===== src/rtl/lpmr_pkg.sv =====
// Shared types and codes for the length-prefixed message ring.
// Holds item and result records, status codes and parameter defaults.
// No dependencies.
package lpmr_pkg;

    localparam int BYTE_W   = 8;
    localparam int LEN_W    = 12;
    localparam int STATUS_W = 3;

    // Defaults for the top-level parameters
    localparam int RING_BYTES_DEF   = 4096;
    localparam int HEADER_BYTES_DEF = 8;

    // Operation codes
    localparam logic OP_WRITE = 1'b0;
    localparam logic OP_READ  = 1'b1;

    // Status codes
    localparam logic [STATUS_W-1:0] ST_WRITE_OK = 3'd0;
    localparam logic [STATUS_W-1:0] ST_READ_OK  = 3'd1;
    localparam logic [STATUS_W-1:0] ST_EMPTY    = 3'd2;
    localparam logic [STATUS_W-1:0] ST_TOO_BIG  = 3'd3;
    localparam logic [STATUS_W-1:0] ST_NO_ROOM  = 3'd4;
    localparam logic [STATUS_W-1:0] ST_TOO_LONG = 3'd5;
    localparam logic [STATUS_W-1:0] ST_ZERO_LEN = 3'd6;

    typedef struct packed {
        logic              operation;
        logic [BYTE_W-1:0] data_byte;
        logic [LEN_W-1:0]  message_length;
        logic [LEN_W-1:0]  reader_limit;
    } item_t;

    typedef struct packed {
        logic [BYTE_W-1:0]   data_byte_out;
        logic                last_of_message;
        logic [LEN_W-1:0]    length_out;
        logic [STATUS_W-1:0] status;
    } result_t;

endpackage


===== src/rtl/lpmr_ctrl.sv =====
// Sequencer of the message ring: pointers, byte counters and RAM accesses.
// Depends on lpmr_pkg; drives one lpmr_ram port from the top level.
module lpmr_ctrl
    import lpmr_pkg::*;
#(
    parameter int RING_BYTES   = RING_BYTES_DEF,
    parameter int HEADER_BYTES = HEADER_BYTES_DEF
) (
    input  logic                          clk,
    input  logic                          rst_n,
    input  logic                          in_valid,
    output logic                          in_ready,
    input  item_t                         in_item,
    input  logic                          slot_free,
    output logic                          res_push,
    output result_t                       res,
    output logic [$clog2(RING_BYTES)-1:0] ram_addr,
    output logic                          ram_we,
    output logic                          ram_re,
    output logic [BYTE_W-1:0]             ram_wdata,
    input  logic [BYTE_W-1:0]             ram_rdata
);

    localparam int PTR_W  = $clog2(RING_BYTES);
    localparam int CNT_W  = ((PTR_W > LEN_W) ? PTR_W : LEN_W) + 2;
    localparam int HIDX_W = $clog2(HEADER_BYTES);

    localparam logic [1:0] S_IDLE  = 2'd0;
    localparam logic [1:0] S_EXEC  = 2'd1;
    localparam logic [1:0] S_HDR_W = 2'd2;
    localparam logic [1:0] S_RD_H1 = 2'd3;

    logic [1:0]        state_reg, state_next;
    logic [PTR_W-1:0]  cwp_reg, cwp_next;
    logic [PTR_W-1:0]  wwp_reg, wwp_next;
    logic [PTR_W-1:0]  rp_reg, rp_next;
    logic [LEN_W-1:0]  wbl_reg, wbl_next;
    logic [LEN_W-1:0]  rbl_reg, rbl_next;
    logic [HIDX_W-1:0] hidx_reg, hidx_next;
    logic              rd_open_reg, rd_open_next;
    item_t             item_reg, item_next;
    logic [BYTE_W-1:0] lo_reg, lo_next;

    logic [PTR_W-1:0]  cwp_inc, wwp_inc, rp_inc, rp_hdr;
    logic [PTR_W:0]    rp_sum;
    logic [PTR_W-1:0]  used;
    logic [CNT_W-1:0]  room, need;
    logic              too_long, no_room;
    logic [2*BYTE_W-1:0] hdr_len;
    logic [BYTE_W-1:0] hdr_byte;
    logic              res_valid;
    logic              stall;

    function automatic logic [PTR_W-1:0] ptr_inc(input logic [PTR_W-1:0] p);
        return (p == PTR_W'(RING_BYTES - 1)) ? '0 : p + 1'b1;
    endfunction

    // Pointer steps with wraparound
    assign cwp_inc = ptr_inc(cwp_reg);
    assign wwp_inc = ptr_inc(wwp_reg);
    assign rp_inc  = ptr_inc(rp_reg);
    assign rp_sum  = {1'b0, rp_reg} + (PTR_W+1)'(HEADER_BYTES);
    assign rp_hdr  = (rp_sum >= (PTR_W+1)'(RING_BYTES))
                   ? PTR_W'(rp_sum - (PTR_W+1)'(RING_BYTES)) : rp_sum[PTR_W-1:0];

    // Room check for an opening write; one byte stays free
    always_comb
    begin
        if (cwp_reg >= rp_reg)
        begin
            used = cwp_reg - rp_reg;
        end
        else
        begin
            used = PTR_W'({1'b0, cwp_reg} + (PTR_W+1)'(RING_BYTES) - {1'b0, rp_reg});
        end
    end

    assign room     = CNT_W'(RING_BYTES - 1) - CNT_W'(used);
    assign need     = CNT_W'(HEADER_BYTES) + CNT_W'(item_reg.message_length);
    assign too_long = (need > CNT_W'(RING_BYTES - 1));
    assign no_room  = (need > room);

    // Length from the two low header bytes, the second just read
    assign hdr_len  = {ram_rdata, lo_reg};

    // Upper header bytes; the low byte goes out when the message opens
    assign hdr_byte = (hidx_reg == HIDX_W'(1))
                    ? BYTE_W'(item_reg.message_length >> BYTE_W) : '0;

    assign in_ready = (state_reg == S_IDLE);

    // Next-state and datapath
    always_comb
    begin
        state_next   = state_reg;
        cwp_next     = cwp_reg;
        wwp_next     = wwp_reg;
        rp_next      = rp_reg;
        wbl_next     = wbl_reg;
        rbl_next     = rbl_reg;
        hidx_next    = hidx_reg;
        rd_open_next = rd_open_reg;
        item_next    = item_reg;
        lo_next      = lo_reg;
        res          = '0;
        res_valid    = 1'b0;
        ram_addr     = rp_reg;
        ram_we       = 1'b0;
        ram_re       = 1'b0;
        ram_wdata    = item_reg.data_byte;

        unique case (state_reg)
            S_IDLE:
            begin
                // Take the item and fetch the byte at the read pointer ahead
                if (in_valid)
                begin
                    item_next  = in_item;
                    ram_re     = 1'b1;
                    state_next = S_EXEC;
                end
            end

            S_EXEC:
            begin
                if (item_reg.operation == OP_WRITE)
                begin
                    if (wbl_reg != '0)
                    begin
                        // Store a data byte; commit after the last one
                        ram_addr   = wwp_reg;
                        ram_we     = 1'b1;
                        wwp_next   = wwp_inc;
                        wbl_next   = wbl_reg - 1'b1;
                        res_valid  = 1'b1;
                        res.status = ST_WRITE_OK;
                        if (wbl_reg == LEN_W'(1))
                        begin
                            cwp_next            = wwp_inc;
                            res.last_of_message = 1'b1;
                        end
                        state_next = S_IDLE;
                    end
                    else if (too_long)
                    begin
                        res_valid  = 1'b1;
                        res.status = ST_TOO_LONG;
                        state_next = S_IDLE;
                    end
                    else if (no_room)
                    begin
                        res_valid  = 1'b1;
                        res.status = ST_NO_ROOM;
                        state_next = S_IDLE;
                    end
                    else
                    begin
                        // Open the message at the committed pointer
                        ram_addr   = cwp_reg;
                        ram_we     = 1'b1;
                        ram_wdata  = item_reg.message_length[BYTE_W-1:0];
                        wwp_next   = cwp_inc;
                        hidx_next  = HIDX_W'(1);
                        state_next = S_HDR_W;
                    end
                end
                else
                begin
                    if (rbl_reg != '0)
                    begin
                        // Deliver a data byte fetched in the previous cycle
                        res_valid         = 1'b1;
                        res.status        = ST_READ_OK;
                        res.data_byte_out = ram_rdata;
                        rp_next           = rp_inc;
                        rbl_next          = rbl_reg - 1'b1;
                        // The opening read also reports the message length
                        if (rd_open_reg)
                        begin
                            res.length_out = rbl_reg;
                            rd_open_next   = 1'b0;
                        end
                        if (rbl_reg == LEN_W'(1))
                        begin
                            res.last_of_message = 1'b1;
                        end
                        state_next = S_IDLE;
                    end
                    else if (cwp_reg == rp_reg)
                    begin
                        res_valid  = 1'b1;
                        res.status = ST_EMPTY;
                        state_next = S_IDLE;
                    end
                    else
                    begin
                        // Hold the low header byte, fetch the next one
                        lo_next    = ram_rdata;
                        ram_addr   = rp_inc;
                        ram_re     = 1'b1;
                        state_next = S_RD_H1;
                    end
                end
            end

            S_HDR_W:
            begin
                ram_addr  = wwp_reg;
                ram_we    = 1'b1;
                ram_wdata = hdr_byte;
                wwp_next  = wwp_inc;
                hidx_next = hidx_reg + 1'b1;
                if (hidx_reg == HIDX_W'(HEADER_BYTES - 1))
                begin
                    if (item_reg.message_length == '0)
                    begin
                        // Header alone: commit at once
                        cwp_next            = wwp_inc;
                        res_valid           = 1'b1;
                        res.status          = ST_WRITE_OK;
                        res.last_of_message = 1'b1;
                        state_next          = S_IDLE;
                    end
                    else
                    begin
                        // Go on to store the item's own data byte
                        wbl_next   = item_reg.message_length;
                        state_next = S_EXEC;
                    end
                end
            end

            S_RD_H1:
            begin
                res.length_out = hdr_len[LEN_W-1:0];
                if (hdr_len > (2*BYTE_W)'(item_reg.reader_limit))
                begin
                    // Leave the message in place
                    res_valid  = 1'b1;
                    res.status = ST_TOO_BIG;
                    state_next = S_IDLE;
                end
                else
                begin
                    rp_next = rp_hdr;
                    if (hdr_len == '0)
                    begin
                        res_valid           = 1'b1;
                        res.status          = ST_ZERO_LEN;
                        res.last_of_message = 1'b1;
                        state_next          = S_IDLE;
                    end
                    else
                    begin
                        // Fetch the first data byte past the header
                        rbl_next     = hdr_len[LEN_W-1:0];
                        rd_open_next = 1'b1;
                        ram_addr     = rp_hdr;
                        ram_re       = 1'b1;
                        state_next   = S_EXEC;
                    end
                end
            end

            default:
            begin
                state_next = S_IDLE;
            end
        endcase
    end

    // Hold everything while a result waits for a free output slot
    assign stall    = res_valid & ~slot_free;
    assign res_push = res_valid & slot_free;

    always_ff @(posedge clk or negedge rst_n)
    begin
        if (!rst_n)
        begin
            state_reg   <= S_IDLE;
            cwp_reg     <= '0;
            wwp_reg     <= '0;
            rp_reg      <= '0;
            wbl_reg     <= '0;
            rbl_reg     <= '0;
            hidx_reg    <= '0;
            rd_open_reg <= 1'b0;
        end
        else if (!stall)
        begin
            state_reg   <= state_next;
            cwp_reg     <= cwp_next;
            wwp_reg     <= wwp_next;
            rp_reg      <= rp_next;
            wbl_reg     <= wbl_next;
            rbl_reg     <= rbl_next;
            hidx_reg    <= hidx_next;
            rd_open_reg <= rd_open_next;
        end
    end

    // Item and header byte hold
    always_ff @(posedge clk)
    begin
        if (!stall)
        begin
            item_reg <= item_next;
            lo_reg   <= lo_next;
        end
    end

endmodule


===== config.mk =====
export PLATFORM = sky130hd
export DESIGN_NAME = lpmr_ctrl
export DESIGN_NICKNAME = d
export VERILOG_FILES = /design/src/rtl/lpmr_pkg.sv /design/src/rtl/lpmr_ctrl.sv
export SDC_FILE = /design/constraint.sdc
export NUM_CORES = 1
export LEC_CHECK = 0
export BUFFER_PORTS_ARGS = -buffer_cell sky130_fd_sc_hd__buf_2
export CAP_MARGIN = 5
export CORE_MARGIN = 1.5
export CORE_UTILIZATION = 50
export DETAILED_ROUTE_END_ITERATION = 6
export PLACE_DENSITY = 0.72
export RECOVER_POWER = 50
export SETUP_SLACK_MARGIN = 0.02
export SLEW_MARGIN = 20
export SYNTH_ARGS = -nofsm -noshare
export SYNTH_HDL_FRONTEND = slang
export SYNTH_SLANG_ARGS = --single-unit

===== constraint.sdc =====
create_clock -name clk -period 16.3 [get_ports clk]
set_clock_uncertainty 0.05 [all_clocks]
set_input_delay 3.26 -clock clk [delete_from_list [all_inputs] [get_ports clk]]
set_output_delay 3.26 -clock clk [all_outputs]
set_load 0.02 [all_outputs]

==> flow_metrics.env, run 1 <==
export IMPL_maxSlewViolCount=102
export IMPL_grt_pass1_vias=7841
export IMPL_grt_overflow=0
export IMPL_clock_sinks=107
export IMPL_drc=0
export IMPL_avgViaCountPerCell=6.48
export IMPL_wl_per_cell_um=19.7
export IMPL_post_route_period_util_pct=57.9
export IMPL_ys_top_cells_by_area="dfrtp_1 (19%), edfxtp_1 (14%), ha_1 (7.8%)"
export IMPL_ys_async_sr_fraction_pct=61.7
export IMPL_gp_congestion=0.896
export IMPL_crit_fanout=10
export IMPL_path_class="in2out"
export IMPL_syn_to_final_growth_pct=9.58
export IMPL_hpwlAfterDp_um=18600
export IMPL_die_height_um=135
export IMPL_synthSimpleGateAreaFrac_pct=20.6
export IMPL_synthFlopType="dfrtp_1"
export IMPL_grt_max_degree=67
export IMPL_holdWs_ps=470
export IMPL_clk_pin_slew_ps=80
export IMPL_tightest_slew_ps=4010
export IMPL_syn_nets=1111
export IMPL_cts_root_buf="clkbuf_16"
export IMPL_met1_length_um=11200
export IMPL_crit_buf_inv=2
export IMPL_slew_headroom_pct=-167
export IMPL_drt_first_pass_iters=7
export IMPL_fmax_mhz=106
export IMPL_synth_compound_area_share_pct=25.3
export IMPL_finalHoldViolCount=0
export IMPL_synth_xor_xnor_area_share_pct=4.23
export IMPL_layout_drive_gt1_share_pct=13.5
export IMPL_met2_length_um=11500
export IMPL_hp_class="reg2reg"
export IMPL_coreArea_mm2=0.0171
export IMPL_die_area_mm2=0.0182
export IMPL_ys_seq_area_share_pct=33.2
export IMPL_clockBufferDepth=2
export IMPL_vdd_ir_drop_max_mv=0.105
export IMPL_drtAntennaViolNets=0
export IMPL_cts_tree="built"
export IMPL_start_util_pct=50.8
export IMPL_path_cells="clkbuf_1 -> ha_1 -> a21oi_1 -> o21ai_0 -> nor4_1 -> o21ai_1 -> o211a_1 -> a221o_1 -> a2bb2oi_1 -> buf_2"
export IMPL_maxCapViolCount=2
export IMPL_worst_slack_ps=6860
export IMPL_htree_levels=3
export IMPL_drt_iter0_drc=1132
export IMPL_period_needed_ps=9440
export IMPL_slowest_delay_ps=600
export IMPL_critPathArrivalTime_ps=6130
export IMPL_post_route_util_pct=55.6
export IMPL_cts_resized=0
export IMPL_synth_top_family_by_area="compound AO/OA/AOI/OAI gates"
export IMPL_antenna_found_initial=0
export IMPL_nets=1161
export IMPL_n_antenna_cell=0
export IMPL_highest_layer="met4"
export IMPL_largest_register_ffs=33
export IMPL_violations="max-capacitance violations, max-slew violations"
export IMPL_avgSynthCellArea_um2=8.60
export IMPL_setup_violations_final=0
export IMPL_ios=93
export IMPL_grtUsageTotal_pct=28.3
export IMPL_rsz0062_at_grt="false"
export IMPL_dr_wl_met3_um=2120
export IMPL_rows=48
export IMPL_wirelength_um=25500
export IMPL_place_ws_ps=7090
export IMPL_critPathRequiredTime_ps=12990
export IMPL_insertion_delay_ps=370
export IMPL_synth_edf_count=41
export IMPL_yosysTopAreaCell="dfrtp_1"
export IMPL_postSynthCellCount=1011
export IMPL_numCtsBuffers=9
export IMPL_ys_warn_count=0
export IMPL_crit_slowest_cell="nor4_1"
export IMPL_tns_ps=0
export IMPL_cp_start_kind="input port"
export IMPL_critPathTopFamily="compound AO/OA/AOI/OAI gates"
export IMPL_ys_seq_elements=107
export IMPL_synth_top_cell_area_share_pct=19.0
export IMPL_cp_end_kind="output pin"
export IMPL_grt_pass1_wl_um=40800
export IMPL_ys_types=88
export IMPL_synth_fa_ha_area_share_pct=8.01
export IMPL_outcome="complete, but fails checks"
export IMPL_static_leakage_power_nw=4.07
export IMPL_power_density_mw_per_mm2=151
export IMPL_netlist_area_mm2=0.00869
export IMPL_portBuffers=92
export IMPL_hold_buffers=0
export IMPL_die_w_um=135
export IMPL_cts_setup_buffers=0
export IMPL_vias=8368
export IMPL_synth_mux_area_share_pct=2.92
-- synthesized netlist by cell type, types with 15 or more instances --
cell type  number
nand2_1        83
nor2_1         79
o21ai_0        75
dfrtp_1        66
inv_1          62
ha_1           54
a21oi_1        46
clkbuf_1       43
nand3_1        42
edfxtp_1       41
nor3_1         32
xnor2_1        32
a22oi_1        26
and3_1         23
nand4_1        19
o31ai_1        15
-- placed cells by master (no fill, tap or decap), types with 26 or more instances in the layout --
master and count:
edfxtp_1 41, nand3_1 42, o21ai_0 75, nor2_1 78, dfrtp_1 66, a21oi_1 46, nor3_1 32, nand2_1 83
xnor2_1 32, buf_2 84, ha_1 54, a22oi_1 26, inv_1 62
-- final cells by class --
cell class                      instances  area (µm²)
Fill cell                            1612        7590
Timing Repair Buffer                   98         488
Inverter                               65         244
Clock buffer                           10         229
Sequential cell                       107        2880
Tap cell                              225         282
Clock inverter                          6        67.6
Multi-Input combinational cell        780        5330
-- logic make-up (layout without fill, tap and decap cells) --
logic type               count (synthesis)  count (layout)
AO/OA/AOI/OAI                          313             313
XOR/XNOR                                42              42
flip-flops                             107             107
multiplexers                            20              20
AND/OR/NAND/NOR                        350             350
adder cells (fa/ha/maj)                 55              55
buffers and inverters                  124             179
-- final timing paths --
check / startpoint / endpoint / slack, ps / cells after the start
max: ram_rdata[3] / ram_addr[11] / 6860 / 10
min: hidx_reg[0] / hidx_reg[0] / 470 / 1
max reg2reg: cwp_reg[0] / cwp_reg[5] / 10280 / 20
min reg2reg: hidx_reg[0] / hidx_reg[0] / 470 / 1
max in group asynchronous: rst_n / rp_reg[8] / 9610 / 2
min in group asynchronous: rst_n / cwp_reg[8] / 4340 / 2
-- per-stage QoR --
stage / std cells / area [µm²] / power (mW)
finish: 1291 / 9520 / 1.44
global route: 1291 / 9520 / 1.54
CTS: 1291 / 9520 / 1.43
detailed placement: 1275 / 9230 / 1.20
global placement: 1275 / 9230 / 1.19
floorplan: 1011 / 8690 / 0.992
-- layer usage --
metal / track usage, % / vias up
met3: 4.80 / 50
met2: 44.1 / 452
li1: - / 3906
met4: 9.80 / 0
met5: 0 / -
met1: 39.9 / 3960
-- power breakdown --
group | total (mW) | internal, mW | switching, mW
sequential | 0.463 | 0.351 | 0.112
clock | 0.223 | 0.109 | 0.114
combinational | 0.754 | 0.289 | 0.465
Note: power is estimated with default switching activity, not from simulation.
==> run 2: changes to the inputs <==
--- a/config.mk
+++ b/config.mk
@@ -5,6 +5,7 @@
 export SDC_FILE = /design/constraint.sdc
 export NUM_CORES = 1
 export LEC_CHECK = 0
+export ABC_AREA = 1
 export BUFFER_PORTS_ARGS = -buffer_cell sky130_fd_sc_hd__buf_2
 export CAP_MARGIN = 5
 export CORE_MARGIN = 1.5
==> constraint.sdc (replaced) <==
create_clock -name clk -period 8.99 [get_ports clk]
set_clock_uncertainty 0.05 [all_clocks]
set_input_delay 1.798 -clock clk [delete_from_list [all_inputs] [get_ports clk]]
set_output_delay 1.798 -clock clk [all_outputs]
set_load 0.02 [all_outputs]
==> run 2 against run 1 <==
  * The run still ends with max-capacitance violations, max-slew violations left
  * Via count grew 7.0%
  * Worst setup slack lost 4500 ps
  * Flip-flop and latch count is the same
  * Area after synthesis grew 0.65%
  * Routed wire length grew 8.0%
  * First-iteration DRC count shrank 27%
  * Largest cell class unchanged
  * Largest power group unchanged
  * Highest routed layer unchanged
==> flow_metrics.env, run 2 <==
export IMPL_outcome="complete, but fails checks"
export IMPL_violations="max-capacitance violations, max-slew violations"
export IMPL_avgViaCountPerCell=5.69
export IMPL_crit_path_start="rp_reg[1]"
export IMPL_cts_resized=0
export IMPL_htree_levels=3
export IMPL_ys_top_cells_by_count="nand2_1 (359), inv_1 (160), nor2_1 (125)"
export IMPL_placed_cells=1557
export IMPL_cp_end_kind="output pin"
export IMPL_grt_max_degree=67
export IMPL_critPathTopFamily="simple AND/OR/NAND/NOR gates"
export IMPL_crit_slowest_cell="dfrtp_1"
export IMPL_wirelength_um=27500
export IMPL_fmax_mhz=151
export IMPL_period_needed_ps=6610
export IMPL_reg2regPathDepth=24
export IMPL_vdd_ir_drop_max_mv=0.153
export IMPL_ys_types=52
export IMPL_min_from="rbl_reg[1]"
export IMPL_avgSynthCellArea_um2=6.85
export IMPL_cpMostUsedCell="nand2_1"
export IMPL_multi_input_area_mm2=0.00502
export IMPL_cts_root_buf="clkbuf_16"
export IMPL_portBuffers=92
export IMPL_tightest_slew_ps=3940
export IMPL_synthFlopType="dfrtp_1"
export IMPL_grtUsageTotal_pct=30.5
export IMPL_drtAntennaViolNets=0
export IMPL_syn_nets=1376
export IMPL_ys_top_cells_by_area="dfrtp_1 (19%), nand2_1 (15%), edfxtp_1 (14%)"
export IMPL_netlist_area_mm2=0.00875
export IMPL_gp_congestion=1.00
export IMPL_synth_mux_area_share_pct=0.114
export IMPL_post_route_period_util_pct=73.5
export IMPL_seq_area_mm2=0.00288
export IMPL_synth_edf_count=41
export IMPL_crit_buf_inv=3
export IMPL_static_leakage_power_nw=4.90
export IMPL_fin_area_mm2=0.00963
export IMPL_slew_headroom_pct=-163
export IMPL_critPathRequiredTime_ps=7140
export IMPL_layout_drive_gt1_share_pct=9.57
export IMPL_fin_cells=1573
export IMPL_n_fill_cell=1734
export IMPL_power_mw=2.86
export IMPL_largest_register_ffs=33
export IMPL_slowest_delay_ps=470
export IMPL_nets=1443
export IMPL_tns_ps=0
export IMPL_insertion_delay_ps=380
export IMPL_synth_fa_ha_area_share_pct=7.95
export IMPL_grt_overflow=0
export IMPL_drc=0
export IMPL_die_area_mm2=0.0183
export IMPL_wl_per_cell_um=17.5
export IMPL_hp_class="reg2reg"
export IMPL_synth_compound_area_share_pct=13.1
export IMPL_placed_area_mm2=0.00933
export IMPL_postSynthCellCount=1276
export IMPL_finalHoldViolCount=0
export IMPL_power_density_mw_per_mm2=297
export IMPL_yosysTopAreaCell="dfrtp_1"
export IMPL_post_synth_top_count_cell="nand2_1"
export IMPL_r2r_start="rp_reg[6]"
export IMPL_cp_start_kind="flop"
export IMPL_rows=48
export IMPL_ys_seq_elements=107
export IMPL_synth_xor_xnor_area_share_pct=3.61
export IMPL_min_delay_path_depth=2
export IMPL_ys_warn_count=0
export IMPL_holdWs_ps=434
export IMPL_crit_cells=24
export IMPL_maxSlewViolCount=101
export IMPL_ys_async_sr_fraction_pct=61.7
export IMPL_ios=93
export IMPL_syn_to_final_growth_pct=10.1
export IMPL_synth_top_cell_area_share_pct=18.9
export IMPL_synth_top_family_by_area="simple AND/OR/NAND/NOR gates"
export IMPL_final_common_cell="nand2_1"
export IMPL_cts_tree="built"
export IMPL_drt_first_pass_iters=5
export IMPL_synthSimpleGateAreaFrac_pct=32.7
export IMPL_die_w_um=135
export IMPL_die_height_um=135
export IMPL_cts_setup_buffers=0
export IMPL_clk_pin_slew_ps=90
export IMPL_path_cells="inv_1 -> ha_1 -> nand3_1 -> nand2_1 -> nand2_1 -> nand2_1 -> a31oi_1 -> o21ai_0 -> a21oi_1 -> nor2_1 -> nor2_1 -> xnor2_1 -> ha_1 -> nand2_1 -> nor3_1 -> nand2_1 -> nand3_1 -> nand2_1 -> nand4_4 -> clkinv_1 -> a21oi_1 -> o21ai_0 -> a21oi_1 -> buf_2"
export IMPL_ys_seq_area_share_pct=33.0
export IMPL_hold_buffers=0
export IMPL_critPathArrivalTime_ps=4760
export IMPL_vias=8953
export IMPL_coreArea_mm2=0.0172
export IMPL_n_antenna_cell=0
export IMPL_path_class="reg2out"
export IMPL_crit_fanout=19
export IMPL_clockBufferDepth=2
export IMPL_place_ws_ps=2900
export IMPL_mostFrequentLayoutCells="nand2_1 (359), inv_1 (160), nor2_1 (125)"
export IMPL_worst_slack_ps=2380
export IMPL_antenna_found_initial=0
export IMPL_drt_iter0_drc=832
export IMPL_grt_pass1_wl_um=42900
export IMPL_hpwlAfterDp_um=20400
export IMPL_maxCapViolCount=2
export IMPL_rsz0062_at_grt="false"
export IMPL_clock_sinks=107
export IMPL_post_route_util_pct=56.1
export IMPL_setup_violations_final=0
export IMPL_start_util_pct=50.9
export IMPL_grt_pass1_vias=7984
export IMPL_numCtsBuffers=9
## run 2: changes by cell type after synthesis, moves of 13 or more
cell      previous run  this run
a21oi_1             46        61
a22o_1              14         0
a22oi_1             26         6
and3_1              23         1
clkbuf_1            43        26
inv_1               62       160
nand2_1             83       359
nand3_1             42        78
nand4_1             19        53
nor2_1              79       125
o31ai_1             15         2
xnor2_1             32         3
xor2_1              10        33
## run 2: logic make-up after synthesis
group,Yosys count
xor+xnor,36
simple gates,663
flops,107
fa+ha+maj,55
buf+inv,210
compound gates,204
mux,1
## run 2: cell type report
class	count	area share [%]
multi-input combinational	959	52.1
sequential	107	29.9
inverter	167	6.51
timing repair buffer	99	5.16
tap	225	2.92
clock buffer	9	2.34
clock inverter	7	1.00
## run 2: worst paths after layout
| check | to | slack, ps |
|---|---|---|
| setup / recovery | ram_addr[2] | 2380 |
| hold / removal | rbl_reg[1] | 430 |
| setup reg to reg | cwp_reg[3] | 3780 |
| hold reg to reg | rbl_reg[1] | 430 |
| max in group asynchronous | wbl_reg[9] | 3800 |
| min in group asynchronous | wwp_reg[9] | 2830 |
## run 2: tightest hold or removal path: cells and delay by family, from the launching register on
family / cells / cell delay [ps]
AND/OR/NAND/NOR: 2 / 100
flip-flops: 1 / 360
## run 2: report_power, final
part / switching [mW] / internal [mW] / leakage (nW) / total (mW)
clock: 0.230 / 0.206 / 0.156 / 0.436
combinational: 1.12 / 0.552 / 3.49 / 1.68
sequential: 0.121 / 0.628 / 1.26 / 0.749
total: 1.48 / 1.39 / 4.90 / 2.86
## run 2: per-layer routing
layer,up-vias,wire length (µm),track usage [%]
met3,41,2310,6.06
met4,0,740,10.3
li1,4368,-,-
met1,4172,12300,42.3
met5,-,0,0
met2,372,12200,47.8
